[src/design/time_sorted_event_table_defines.svh]
// assertion helpers shared by the table logic
// both expect signals named clk and rst in the enclosing module
`ifndef TIME_SORTED_EVENT_TABLE_DEFINES_SVH
`define TIME_SORTED_EVENT_TABLE_DEFINES_SVH

// same-cycle implication, checked outside reset
`define TSET_ASSERT_NOW(label, ante, cons, msg) \
  label: assert property (@(posedge clk) disable iff (rst) (ante) |-> (cons)) else $error(msg);

// next-cycle implication, checked outside reset
`define TSET_ASSERT_NEXT(label, ante, cons, msg) \
  label: assert property (@(posedge clk) disable iff (rst) (ante) |=> (cons)) else $error(msg);

`endif

[src/design/tset_pkg.sv]
`timescale 1ns / 1ps

package tset_pkg;

  // fixed field widths of the stream items
  localparam int STAMP_W    = 48;
  localparam int PAYLOAD_W  = 32;
  localparam int POS_W      = 4;
  localparam int FILL_W     = 5;
  localparam int CMD_W      = 2;
  localparam int IN_DATA_W  = 88;
  localparam int OUT_DATA_W = 88;
  localparam int OUT_USER_W = 2;

  // command codes
  typedef enum logic [CMD_W-1:0] {
    CMD_INSERT = 2'd0,
    CMD_READ   = 2'd1,
    CMD_LOOKUP = 2'd2
  } cmd_t;

  // sequencer states
  typedef enum logic [2:0] {
    ST_IDLE,
    ST_SCAN,
    ST_SHIFT,
    ST_PLACE,
    ST_READ,
    ST_DONE
  } state_t;

  // one incoming request
  typedef struct packed {
    cmd_t                 cmd;
    logic [STAMP_W-1:0]   stamp;
    logic [PAYLOAD_W-1:0] payload;
    logic [POS_W-1:0]     position;
  } req_t;

  // one outgoing result
  typedef struct packed {
    logic                 found;
    logic [STAMP_W-1:0]   stamp;
    logic [PAYLOAD_W-1:0] payload;
    logic                 dropped;
    logic [FILL_W-1:0]    fill;
  } res_t;

endpackage

[src/design/tset_ram.sv]
`timescale 1ns / 1ps

module tset_ram #(
  parameter int WIDTH = 80,
  parameter int DEPTH = 16
) (
  input  logic                     clk,
  input  logic                     wr_en,
  input  logic [$clog2(DEPTH)-1:0] wr_addr,
  input  logic [WIDTH-1:0]         wr_data,
  input  logic                     rd_en,
  input  logic [$clog2(DEPTH)-1:0] rd_addr,
  output logic [WIDTH-1:0]         rd_data
);

  logic [WIDTH-1:0] mem [DEPTH];

  // one write port, one registered read port
  always_ff @(posedge clk) begin
    if (wr_en) begin
      mem[wr_addr] <= wr_data;
    end
    if (rd_en) begin
      rd_data <= mem[rd_addr];
    end
  end

endmodule

[src/design/tset_seq.sv]
`timescale 1ns / 1ps
`include "time_sorted_event_table_defines.svh"

module tset_seq
  import tset_pkg::*;
#(
  parameter int DEPTH        = 16,
  parameter int PAYLOAD_BITS = 32,
  localparam int AW          = $clog2(DEPTH),
  localparam int CW          = $clog2(DEPTH + 1),
  localparam int W           = STAMP_W + PAYLOAD_BITS
) (
  input  logic          clk,
  input  logic          rst,
  input  logic          in_valid,
  output logic          in_ready,
  input  req_t          req,
  output logic          res_valid,
  input  logic          res_ready,
  output res_t          res,
  output logic          rd_en,
  output logic [AW-1:0] rd_addr,
  input  logic [W-1:0]  rd_data,
  output logic          wr_en,
  output logic [AW-1:0] wr_addr,
  output logic [W-1:0]  wr_data
);

  localparam int CMPW = (CW > POS_W) ? CW : POS_W;

  state_t                  state, state_next;
  logic [CW-1:0]           count, count_next;
  logic [AW-1:0]           idx, idx_next;
  logic [AW-1:0]           sh, sh_next;
  logic [AW-1:0]           k, k_next;
  logic [W-1:0]            prev, prev_next;
  cmd_t                    cmd_q, cmd_next;
  logic [STAMP_W-1:0]      stamp_q, stamp_next;
  logic [PAYLOAD_BITS-1:0] pay_q, pay_next;
  logic                    res_found, res_found_next;
  logic                    res_drop, res_drop_next;
  logic [W-1:0]            res_word, res_word_next;

  logic [STAMP_W-1:0]      cur_t;
  logic [STAMP_W-1:0]      prev_t;
  logic [STAMP_W-1:0]      d_pre;
  logic [STAMP_W-1:0]      d_next;
  logic                    at_last;
  logic                    full;
  logic                    pick_prev;
  logic [AW-1:0]           last_addr;

  // compare of the entry just read against the request time
  assign cur_t     = rd_data[STAMP_W-1:0];
  assign prev_t    = prev[STAMP_W-1:0];
  assign d_pre     = stamp_q - prev_t;
  assign d_next    = cur_t - stamp_q;
  assign last_addr = AW'(count - CW'(1));
  assign at_last   = (idx == last_addr);
  assign full      = (count == CW'(DEPTH));
  assign pick_prev = (idx != '0) && (d_pre < d_next);

  assign in_ready  = (state == ST_IDLE);
  assign res_valid = (state == ST_DONE);

  // result as seen by the output register
  always_comb begin
    res.found   = res_found;
    res.stamp   = res_found ? res_word[STAMP_W-1:0] : '0;
    res.payload = res_found ? PAYLOAD_W'(res_word[W-1:STAMP_W]) : '0;
    res.dropped = res_drop;
    res.fill    = FILL_W'(count);
  end

  // state and working registers
  always_ff @(posedge clk) begin
    if (rst) begin
      state <= ST_IDLE;
      count <= '0;
    end else begin
      state <= state_next;
      count <= count_next;
    end
    idx       <= idx_next;
    sh        <= sh_next;
    k         <= k_next;
    prev      <= prev_next;
    cmd_q     <= cmd_next;
    stamp_q   <= stamp_next;
    pay_q     <= pay_next;
    res_found <= res_found_next;
    res_drop  <= res_drop_next;
    res_word  <= res_word_next;
  end

  // sequencer: scan, shift and write back through the memory
  always_comb begin
    state_next     = state;
    count_next     = count;
    idx_next       = idx;
    sh_next        = sh;
    k_next         = k;
    prev_next      = prev;
    cmd_next       = cmd_q;
    stamp_next     = stamp_q;
    pay_next       = pay_q;
    res_found_next = res_found;
    res_drop_next  = res_drop;
    res_word_next  = res_word;
    rd_en          = 1'b0;
    rd_addr        = idx;
    wr_en          = 1'b0;
    wr_addr        = idx;
    wr_data        = {pay_q, stamp_q};

    case (state)
      ST_IDLE: begin
        if (in_valid) begin
          cmd_next       = req.cmd;
          stamp_next     = req.stamp;
          pay_next       = PAYLOAD_BITS'(req.payload);
          res_found_next = 1'b0;
          res_drop_next  = 1'b0;
          idx_next       = '0;
          case (req.cmd)
            CMD_INSERT: begin
              if (count == '0) begin
                // empty table: first entry goes straight in
                wr_en      = 1'b1;
                wr_addr    = '0;
                wr_data    = {PAYLOAD_BITS'(req.payload), req.stamp};
                count_next = CW'(1);
                state_next = ST_DONE;
              end else begin
                rd_en      = 1'b1;
                rd_addr    = '0;
                state_next = ST_SCAN;
              end
            end
            CMD_LOOKUP: begin
              if (count == '0) begin
                state_next = ST_DONE;
              end else begin
                rd_en      = 1'b1;
                rd_addr    = '0;
                state_next = ST_SCAN;
              end
            end
            CMD_READ: begin
              if (CMPW'(req.position) < CMPW'(count)) begin
                rd_en      = 1'b1;
                rd_addr    = AW'(req.position);
                state_next = ST_READ;
              end else begin
                state_next = ST_DONE;
              end
            end
            default: begin
              state_next = ST_DONE;
            end
          endcase
        end
      end

      ST_SCAN: begin
        if (cur_t >= stamp_q) begin
          // first entry not earlier than the request time
          if (cmd_q == CMD_INSERT) begin
            if (cur_t == stamp_q) begin
              wr_en      = 1'b1;
              wr_addr    = idx;
              state_next = ST_DONE;
            end else if (full) begin
              res_drop_next = 1'b1;
              state_next    = ST_DONE;
            end else begin
              rd_en      = 1'b1;
              rd_addr    = last_addr;
              sh_next    = last_addr;
              k_next     = idx;
              state_next = ST_SHIFT;
            end
          end else begin
            res_found_next = 1'b1;
            res_word_next  = pick_prev ? prev : rd_data;
            state_next     = ST_DONE;
          end
        end else if (at_last) begin
          // request time is past every stored entry
          if (cmd_q == CMD_INSERT) begin
            if (full) begin
              res_drop_next = 1'b1;
            end else begin
              wr_en      = 1'b1;
              wr_addr    = AW'(count);
              count_next = count + CW'(1);
            end
          end else begin
            res_found_next = 1'b1;
            res_word_next  = rd_data;
          end
          state_next = ST_DONE;
        end else begin
          rd_en     = 1'b1;
          rd_addr   = idx + AW'(1);
          idx_next  = idx + AW'(1);
          prev_next = rd_data;
        end
      end

      ST_SHIFT: begin
        // move one entry up, walking down toward the insert point
        wr_en   = 1'b1;
        wr_addr = sh + AW'(1);
        wr_data = rd_data;
        if (sh == k) begin
          state_next = ST_PLACE;
        end else begin
          rd_en   = 1'b1;
          rd_addr = sh - AW'(1);
          sh_next = sh - AW'(1);
        end
      end

      ST_PLACE: begin
        wr_en      = 1'b1;
        wr_addr    = k;
        count_next = count + CW'(1);
        state_next = ST_DONE;
      end

      ST_READ: begin
        res_found_next = 1'b1;
        res_word_next  = rd_data;
        state_next     = ST_DONE;
      end

      ST_DONE: begin
        if (res_ready) begin
          state_next = ST_IDLE;
        end
      end

      default: begin
        state_next = ST_IDLE;
      end
    endcase
  end

  `TSET_ASSERT_NOW(a_count_bound, 1'b1, count <= CW'(DEPTH), "entry count above depth")
  `TSET_ASSERT_NOW(a_count_step, count != $past(count), count == $past(count) + CW'(1), "entry count moved by other than one")
  `TSET_ASSERT_NOW(a_drop_full, state == ST_DONE && res_drop, full, "insert dropped while table not full")
  `TSET_ASSERT_NOW(a_write_insert, wr_en && state != ST_IDLE, cmd_q == CMD_INSERT, "memory written outside an insert")
  `TSET_ASSERT_NEXT(a_done_exit, state == ST_DONE && res_ready, state == ST_IDLE, "result handed over but sequencer stuck")

endmodule

[src/design/time_sorted_event_table.sv]
// insert and nearest lookup scan the table one entry per cycle through the memory read port,
//   from entry 0 up to the first entry not earlier than the request time, or the last entry
// an insert that lands inside the table shifts the later entries up one place, then writes the new one
// one request is in work at a time, the result register frees it
// rst (synchronous) empties the table; stored entries are not cleared and need no clearing pass
`timescale 1ns / 1ps

module time_sorted_event_table
  import tset_pkg::*;
#(
  parameter int DEPTH        = 16,
  parameter int PAYLOAD_BITS = 32
) (
  input  logic                  clk,
  input  logic                  rst,
  input  logic                  s_tvalid,
  output logic                  s_tready,
  input  logic [IN_DATA_W-1:0]  s_tdata,   // stamp[47:0], payload_in[79:48], position[83:80]
  input  logic [CMD_W-1:0]      s_tuser,   // command[1:0]
  output logic                  m_tvalid,
  input  logic                  m_tready,
  output logic [OUT_DATA_W-1:0] m_tdata,   // stamp_out[47:0], payload_out[79:48], fill[84:80]
  output logic [OUT_USER_W-1:0] m_tuser    // found[0], dropped[1]
);

  localparam int AW = $clog2(DEPTH);
  localparam int W  = STAMP_W + PAYLOAD_BITS;

  req_t          req;
  res_t          res;
  res_t          res_q;
  logic          res_valid;
  logic          slot_free;
  logic          rd_en;
  logic [AW-1:0] rd_addr;
  logic [W-1:0]  rd_data;
  logic          wr_en;
  logic [AW-1:0] wr_addr;
  logic [W-1:0]  wr_data;

  // unpack the incoming request
  always_comb begin
    req.cmd      = cmd_t'(s_tuser);
    req.stamp    = s_tdata[STAMP_W-1:0];
    req.payload  = s_tdata[STAMP_W+PAYLOAD_W-1:STAMP_W];
    req.position = s_tdata[STAMP_W+PAYLOAD_W+POS_W-1:STAMP_W+PAYLOAD_W];
  end

  assign slot_free = !m_tvalid || m_tready;

  tset_seq #(
    .DEPTH        (DEPTH),
    .PAYLOAD_BITS (PAYLOAD_BITS)
  ) u_seq (
    .clk       (clk),
    .rst       (rst),
    .in_valid  (s_tvalid),
    .in_ready  (s_tready),
    .req       (req),
    .res_valid (res_valid),
    .res_ready (slot_free),
    .res       (res),
    .rd_en     (rd_en),
    .rd_addr   (rd_addr),
    .rd_data   (rd_data),
    .wr_en     (wr_en),
    .wr_addr   (wr_addr),
    .wr_data   (wr_data)
  );

  tset_ram #(
    .WIDTH (W),
    .DEPTH (DEPTH)
  ) u_ram (
    .clk     (clk),
    .wr_en   (wr_en),
    .wr_addr (wr_addr),
    .wr_data (wr_data),
    .rd_en   (rd_en),
    .rd_addr (rd_addr),
    .rd_data (rd_data)
  );

  // output register holds one result until the consumer takes it
  always_ff @(posedge clk) begin
    if (rst) begin
      m_tvalid <= 1'b0;
    end else if (slot_free) begin
      m_tvalid <= res_valid;
    end
    if (slot_free && res_valid) begin
      res_q <= res;
    end
  end

  // pack the result
  assign m_tdata = {{(OUT_DATA_W - STAMP_W - PAYLOAD_W - FILL_W){1'b0}},
                    res_q.fill, res_q.payload, res_q.stamp};
  assign m_tuser = {res_q.dropped, res_q.found};

endmodule
[config.mk]
export PLATFORM = sky130hd
export DESIGN_NAME = time_sorted_event_table
export DESIGN_NICKNAME = d
export VERILOG_FILES = /design/src/design/tset_pkg.sv /design/src/design/tset_ram.sv /design/src/design/tset_seq.sv /design/src/design/time_sorted_event_table.sv
export VERILOG_INCLUDE_DIRS = /design/src /design/src/design
export SDC_FILE = /design/constraint.sdc
export NUM_CORES = 2
export LEC_CHECK = 0
export BUFFER_PORTS_ARGS = -buffer_cell sky130_fd_sc_hd__buf_2
export CAP_MARGIN = 20
export CORE_ASPECT_RATIO = 1.75
export CORE_MARGIN = 2
export CORE_UTILIZATION = 40
export DETAILED_ROUTE_END_ITERATION = 10
export PLACE_DENSITY = 0.58
export SETUP_SLACK_MARGIN = 0.5
export SLEW_MARGIN = 0
export SYNTH_ARGS = -nofsm -noshare
export SYNTH_HDL_FRONTEND = slang
export SYNTH_SLANG_ARGS = --single-unit
[constraint.sdc]
create_clock -name clk -period 20.1 [get_ports clk]
set_clock_uncertainty 0.2 [all_clocks]
set_input_delay 2.01 -clock clk [delete_from_list [all_inputs] [get_ports clk]]
set_output_delay 2.01 -clock clk [all_outputs]
set_load 0.05 [all_outputs]
Yosys cells after proc, flatten, opt, wreduce, memory -nomap -nowiden
Memories as Yosys holds them, arrays and structs flattened. A register that Yosys moved wholly into a read port is not among the register bits. Index checks and enable logic that the tools add are counted.

Multiplexer cells: 92. Add/subtract/negate cells: 7. Reduce and logical (&&, ||, !) cells: 27. Magnitude comparators: 3. Equal/unequal tests: 29. Bitwise logic cells: 4.

Operator list (number): $mux W80 (8); $pmux W80 S2 (2); $sub A48 B48 Y48 (2); $mux W4 (23); $eq A48 B48 Y1 (1); $ge A48 B48 Y1 (1); $lt A48 B48 Y1 (1); $mux W5 (7); $mux W1 (30); $mux W3 (9); $pmux W4 S2 (3); $pmux W4 S4 (1); $ne A3 B3 Y1 const B (5); $pmux W3 S5 (1); $pmux W5 S3 (1); $ne A2 B1 Y1 const B (7); $pmux W4 S3 (1); $reduce_and A6 Y1 (2); $ne A2 B2 Y1 const B (5); $pmux W1 S3 (3); $reduce_and A3 Y1 (3); $add A4 B1 Y4 const B (2); $eq A4 B4 Y1 (2); $reduce_and A4 Y1 (2); 26 further kinds (40).

RAM bits: 1280. Register bits after elaboration: 352. Memories kept: 1. Word-level logic and storage cells: 181. Output and inout port bits: 92. Input port bits: 94.

Memory list: u_ram.mem (words 16, width 80, read ports 1, clocked after Yosys merged registers in 1, write ports 1, line tset_ram.sv:16) `logic [WIDTH-1:0] mem [DEPTH];`.

Logic depth before layout (Yosys ltp)
Depth in word-level cells: 8. Gate-level depth with buffers: 32. Gate-level depth less buffers: 29.

Cells and area by module
A second synthesis with hierarchy kept.

Cell total of the unflattened synthesis: 3984. Area, all modules: 71901.5 um^2.

By module, submodules not included: tset_ram (times used 1, sequential area each 40839.2 um^2, cells an instance 2054, area each 50223.2 um^2); tset_seq (times used 1, sequential area each 7847.5 um^2, cells an instance 1834, area each 18984.5 um^2); time_sorted_event_table (times used 1, sequential area each 2632.5 um^2, cells an instance 96, area each 2693.8 um^2).

Worst setup path before layout
No wires, ideal clock.

Path type: register to register. Start: register u_ram.rd_data[0], read port of u_ram.mem. End: register u_seq.res_word[0] (enable). Stages on the path, launching flop included: 15. Clock period less this slack: 18725 ps. Buffers on the path: 1. Required time: 18009 ps. Library setup time: 1891 ps. Setup slack: 1375 ps. Arrival time: 16634 ps. Cells stage by stage: edfxtp_1 -> inv_1 -> ha_1 -> inv_1 -> fa_1 -> a211oi_1 -> o21a_1 -> o21ai_0 -> a21oi_1 -> o21ai_1 -> o21a_1 -> or2_1 -> buf_4 -> nor3_1 -> nor4_1.

Cells in the longest elaborated chain, start to end: 3. Elaborated cells between the ends (all ways): 4. Classes of those cells: 1 x order compare; 2 x eq/ne; 1 x reduce/logical.

Ends and longest elaborated chain: start, declared (line tset_ram.sv:13) `output logic [WIDTH-1:0] rd_data`; $ge A48 B48 Y1 (*) (line tset_seq.sv:166) `if (cur_t >= stamp_q) begin`; $ne A3 B3 Y1 (no line) / $ne A3 B1 Y1 (equally long branches); $reduce_and A4 Y1 (no line) (*); end signal, assigned (line tset_seq.sv:93) `res_word <= res_word_next;`; end, declared (line tset_seq.sv:42) `logic [W-1:0] res_word, res_word_next;`.

Mark *: on every way between the ends. The rest lies on a longest branch, timed or not. A chain may end at the register's enable or synchronous reset.

Final worst setup path
Start: register u_seq.stamp_q[0]. End: register u_seq.res_word[56] (data pin).

Cells in the longest elaborated chain, start to end: 7. Elaborated cells between the ends (all ways): 9. Classes of those cells: 2 x add/sub; 2 x order compare; 4 x mux; 1 x reduce/logical.

Ends and longest elaborated chain: start, declared (line tset_seq.sv:38) `logic [STAMP_W-1:0] stamp_q, stamp_next;`; start signal, assigned (line tset_seq.sv:89) `stamp_q <= stamp_next;`; $sub A48 B48 Y48 (on tied branches) (line tset_seq.sv:56, tset_seq.sv:57); $lt A48 B48 Y1 (line tset_seq.sv:61) `assign pick_prev = (idx != '0) && (d_pre < d_next);`; $logic_and A1 B1 Y1 (line tset_seq.sv:61); $mux W80 (line tset_seq.sv:185) `res_word_next = pick_prev ? prev : rd_data;`; $mux W80 (line tset_seq.sv:168) `if (cmd_q == CMD_INSERT) begin`; $mux W80 (*) (line tset_seq.sv:166); $pmux W80 S2 (*) (line tset_seq.sv:116) `case (state)`; named net u_seq.res_word_next[56] (line tset_seq.sv:42).

The timed path passes the listed nets; every way through them passes the cells marked *. The select of a mux whose other input is x is not followed.

==> impl_summary.txt <==
----------------------------------------------------
[Cells and area]
  Post-route insts no fill ... 8,011
  Area of combinational cells with multiple inputs ... 22,360 um^2
  Share of cells above drive strength 1 ... 15.01%
  Area grow syn2layout ... 12.08%
  Layout filler cell count ... 16.68k
  Sequential standard cell area ... 51,320 um^2
  Nets ... 5,706
  Post-Route Utilization ... 45.11%

[Floorplan]
  Boundary Pins ... 186
  Die X ... 332.0 um
  Area of the die ... 191,900 um^2
  Starting density of the core ... 40.25%
  Number of core rows ... 210
  Area of the core ... 187,100 um^2
  Die outline height ... 578.0 um

[Synthesis]
  Leading cell type by number of instances after synthesis ... edfxtp_1
  Mapped cell area ... 75,300 um^2
  FFs w/ async S/R, synth ... 0%
  Area share of the largest cell type after synthesis ... 67.91%
  Count of mapped cells out of synthesis ... 5,296
  Cell types with the largest area share after synthesis ... edfxtp_1 (68%), nand2_1 (3.2%), ha_1 (2.5%), mux2_2 (2.4%), mux2i_1 (2.2%)
  Register area share after synthesis ... 68.15%
  Cell variety after synth ... 81
  Cell taking the most area after synthesis ... edfxtp_1
  Mapped Avg Cell Area ... 14.22 um^2
  Number of flops mapped to enable cells by yosys ... 1,703
  Predominant post-synthesis flop cell ... edfxtp_1
  Synth cell count leaders ... edfxtp_1 (1,703), nand2_1 (635), clkbuf_1 (279)
  Count of yosys warnings during synthesis ... 0
  Number of storage elements in the synthesis netlist ... 1,712

[Global route]
  Number of global-route vias before repair ... 47.07k
  Global-route wire length before repair ... 314,300 um
  Remaining global-route overflow ... 0
  M3 GR Usage ... 2.844%
  Global routing usage on met2 ... 37.97%
  Most Crowded Layer GR ... met2
  Pin count of the biggest net entering global routing ... 173
  Initial antenna violation count ... 15
  Total GRT Usage ... 21.94%
  Routing usage on met1 ... 28.36%

[Worst hold path]
  HP Class ... reg -> reg
  Hold Crit Depth ... 0

[Clock network]
  Setup fix buffers added after clock tree synthesis ... 0
  TritonCTS clock tree ... done
  Number of CTS-inserted buffers ... 166
  Sinks on the clock net ... 1,712
  Depth of the CTS H-tree ... 4
  Number of resized instances in the post-cts repair step ... 0
  Clock Pin Slew Worst Setup and Hold Paths ... 60 ps
  # hold bufs at CTS ... 0
  Clock tree root driver cell ... clkbuf_16
  Clock Tree Buf Depth ... 4
  Source-to-sink clock delay at the later pin of the worst-skew pair ... 810 ps

[STA]
  Final Max Slew Viols ... 0
  Count of endpoints failing hold in the final timing report ... 0
  Setup Total Neg Slack ... 0 ps
  Period minus WS final ... 8834 ps
  Crit share post-route ... 43.95%
  Tightest Pin Transition ... 1220 ps
  Final-report setup violation count ... 0
  Worst setup slack after layout ... 11,270 ps
  Unrepaired setup endpoints after global routing ... no
  Worst slew slack as a fraction of its limit ... 18.67%
  Max Clk Rate ... 113.2 MHz

[Critical path]
  Critical path type ... reg -> reg
  Kind of start point of the critical path ... register
  Reg2Reg Depth ... 23
  Crit path max fanout ... 89
  Critical path data arrival time ... 9170 ps
  Req. time, crit path ... 20,440 ps
  Nature of the critical path endpoint ... register

[Routing]
  Number of detailed-routing iterations run before antenna repair ... 8
  Via-to-Cell Ratio ... 5.952
  Routed length per instance ... 27.02 um
  Detailed-route DRC error count ... 0
  Violation count after the first detailed-routing iteration ... 4,936
  Post-Route WL ... 216,400 um
  Total vias in the final route ... 47.68k
  Remaining antenna violation count after routing ... 0

[Placed design]
  Pre-CTS WS ... 10,830 ps
  Buffers on Ports ... 178
  Final weighted congestion of routability-driven global placement ... 0.8820
  Estimated wirelength of the detail-placed design ... 118,500 um
  Cell total after placement ... 7,724

[Run status]
  Result of the run ... finished clean

[Job]
  Number of max-cap violations ... 0

----------------------------------------------------
==> stage by stage <==
step,area [um^2],hold slack (ps)
2_1_floorplan,75310,206.4
3_3_place_gp,79410,285.7
3_5_place_dp,79420,294.8
4_1_cts,84350,312.8
5_1_grt,84390,317.2
6_report,84400,317.6
==> per-layer routing <==
metal,vias up,part of all wire (%)
met5,-,0.044
met4,14,3.4
met3,426,6.5
met2,1900,50
met1,24240,41
li1,21100,-
==> layout make-up <==
class / instances / share of cell area, %
inverter: 133 / 0.5945
clock buffer: 200 / 5.073
timing repair buffer: 340 / 2.640
tap: 2438 / 3.614
sequential: 1712 / 60.81
multi-input combinational: 3105 / 26.49
clock inverter: 79 / 0.7664
antenna: 4 / 0.01186
==> final timing paths <==
path | slack [ps] | from | to
worst min register to register | 320 | u_seq.res_drop$_SDFFCE_PN0P_ | m_tuser[1]$_DFFE_PP_
worst min-delay path | 320 | u_seq.res_drop$_SDFFCE_PN0P_ | m_tuser[1]$_DFFE_PP_
worst max-delay path | 11270 | u_seq.stamp_q[0]$_DFFE_PP_ | u_seq.res_word[56]$_DFFE_PP_
worst max register to register | 11270 | u_seq.stamp_q[0]$_DFFE_PP_ | u_seq.res_word[56]$_DFFE_PP_
==> cells in the final DEF, fill, tap and decap left out, drive strengths merged, types with 132 or more instances in the layout <==
cell    Yosys  routed
and2      170     170
o21ai     147     147
clkbuf    280     200
mux2i     167     167
mux2      162     162
inv       132     140
buf        68     340
edfxtp   1703    1703
a21oi     132     132
a22oi     160     160
nand2     635     635
nand3     257     257
ha        152     152
==> flip-flops by register name, indices dropped and copies added, names as in the netlist <==
name / cells
u_seq.state: 3
u_seq.sh: 4
u_seq.res_found: 1
u_seq.prev: 80
u_ram.rd_data: 80
m_tdata: 85
u_seq.k: 4
m_tvalid: 1
u_seq.count: 5
m_tuser: 2
u_seq.pay_q: 32
u_seq.res_word: 80
u_seq.stamp_q: 48
u_seq.idx: 4
u_seq.res_drop: 1
u_seq.cmd_q: 2
u_ram.mem: 1280
==> critical path, cell delays in order (launching register included) <==
cell and delay (ps):
edfxtp_1 450, inv_1 90, ha_1 160, inv_1 50, fa_1 440, a211oi_1 240
o21bai_1 190, a221oi_1 600, o21ai_0 360, o211ai_1 380, o211ai_1 210, nand2_1 220
o21ai_0 290, a221oi_1 780, o21ai_0 380, a31oi_1 430, xnor2_1 120, ha_1 340
a21oi_1 330, o2111ai_4 310, buf_4 510, buf_4 810, nor4b_1 120, a311o_1 390
==> kinds of logic after synthesis <==
logic type	synth area share (%)
AO/OA/AOI/OAI	12.08
flip-flops	68.15
other	0.004980
AND/OR/NAND/NOR	8.677
buffers and inverters	2.566
multiplexers	4.648
adder cells (fa/ha/maj)	2.579
XOR/XNOR	1.293
Power is left out: the tool's default activity adds up to more than one toggle a clock period on the data nets, which glitch-free logic cannot reach.
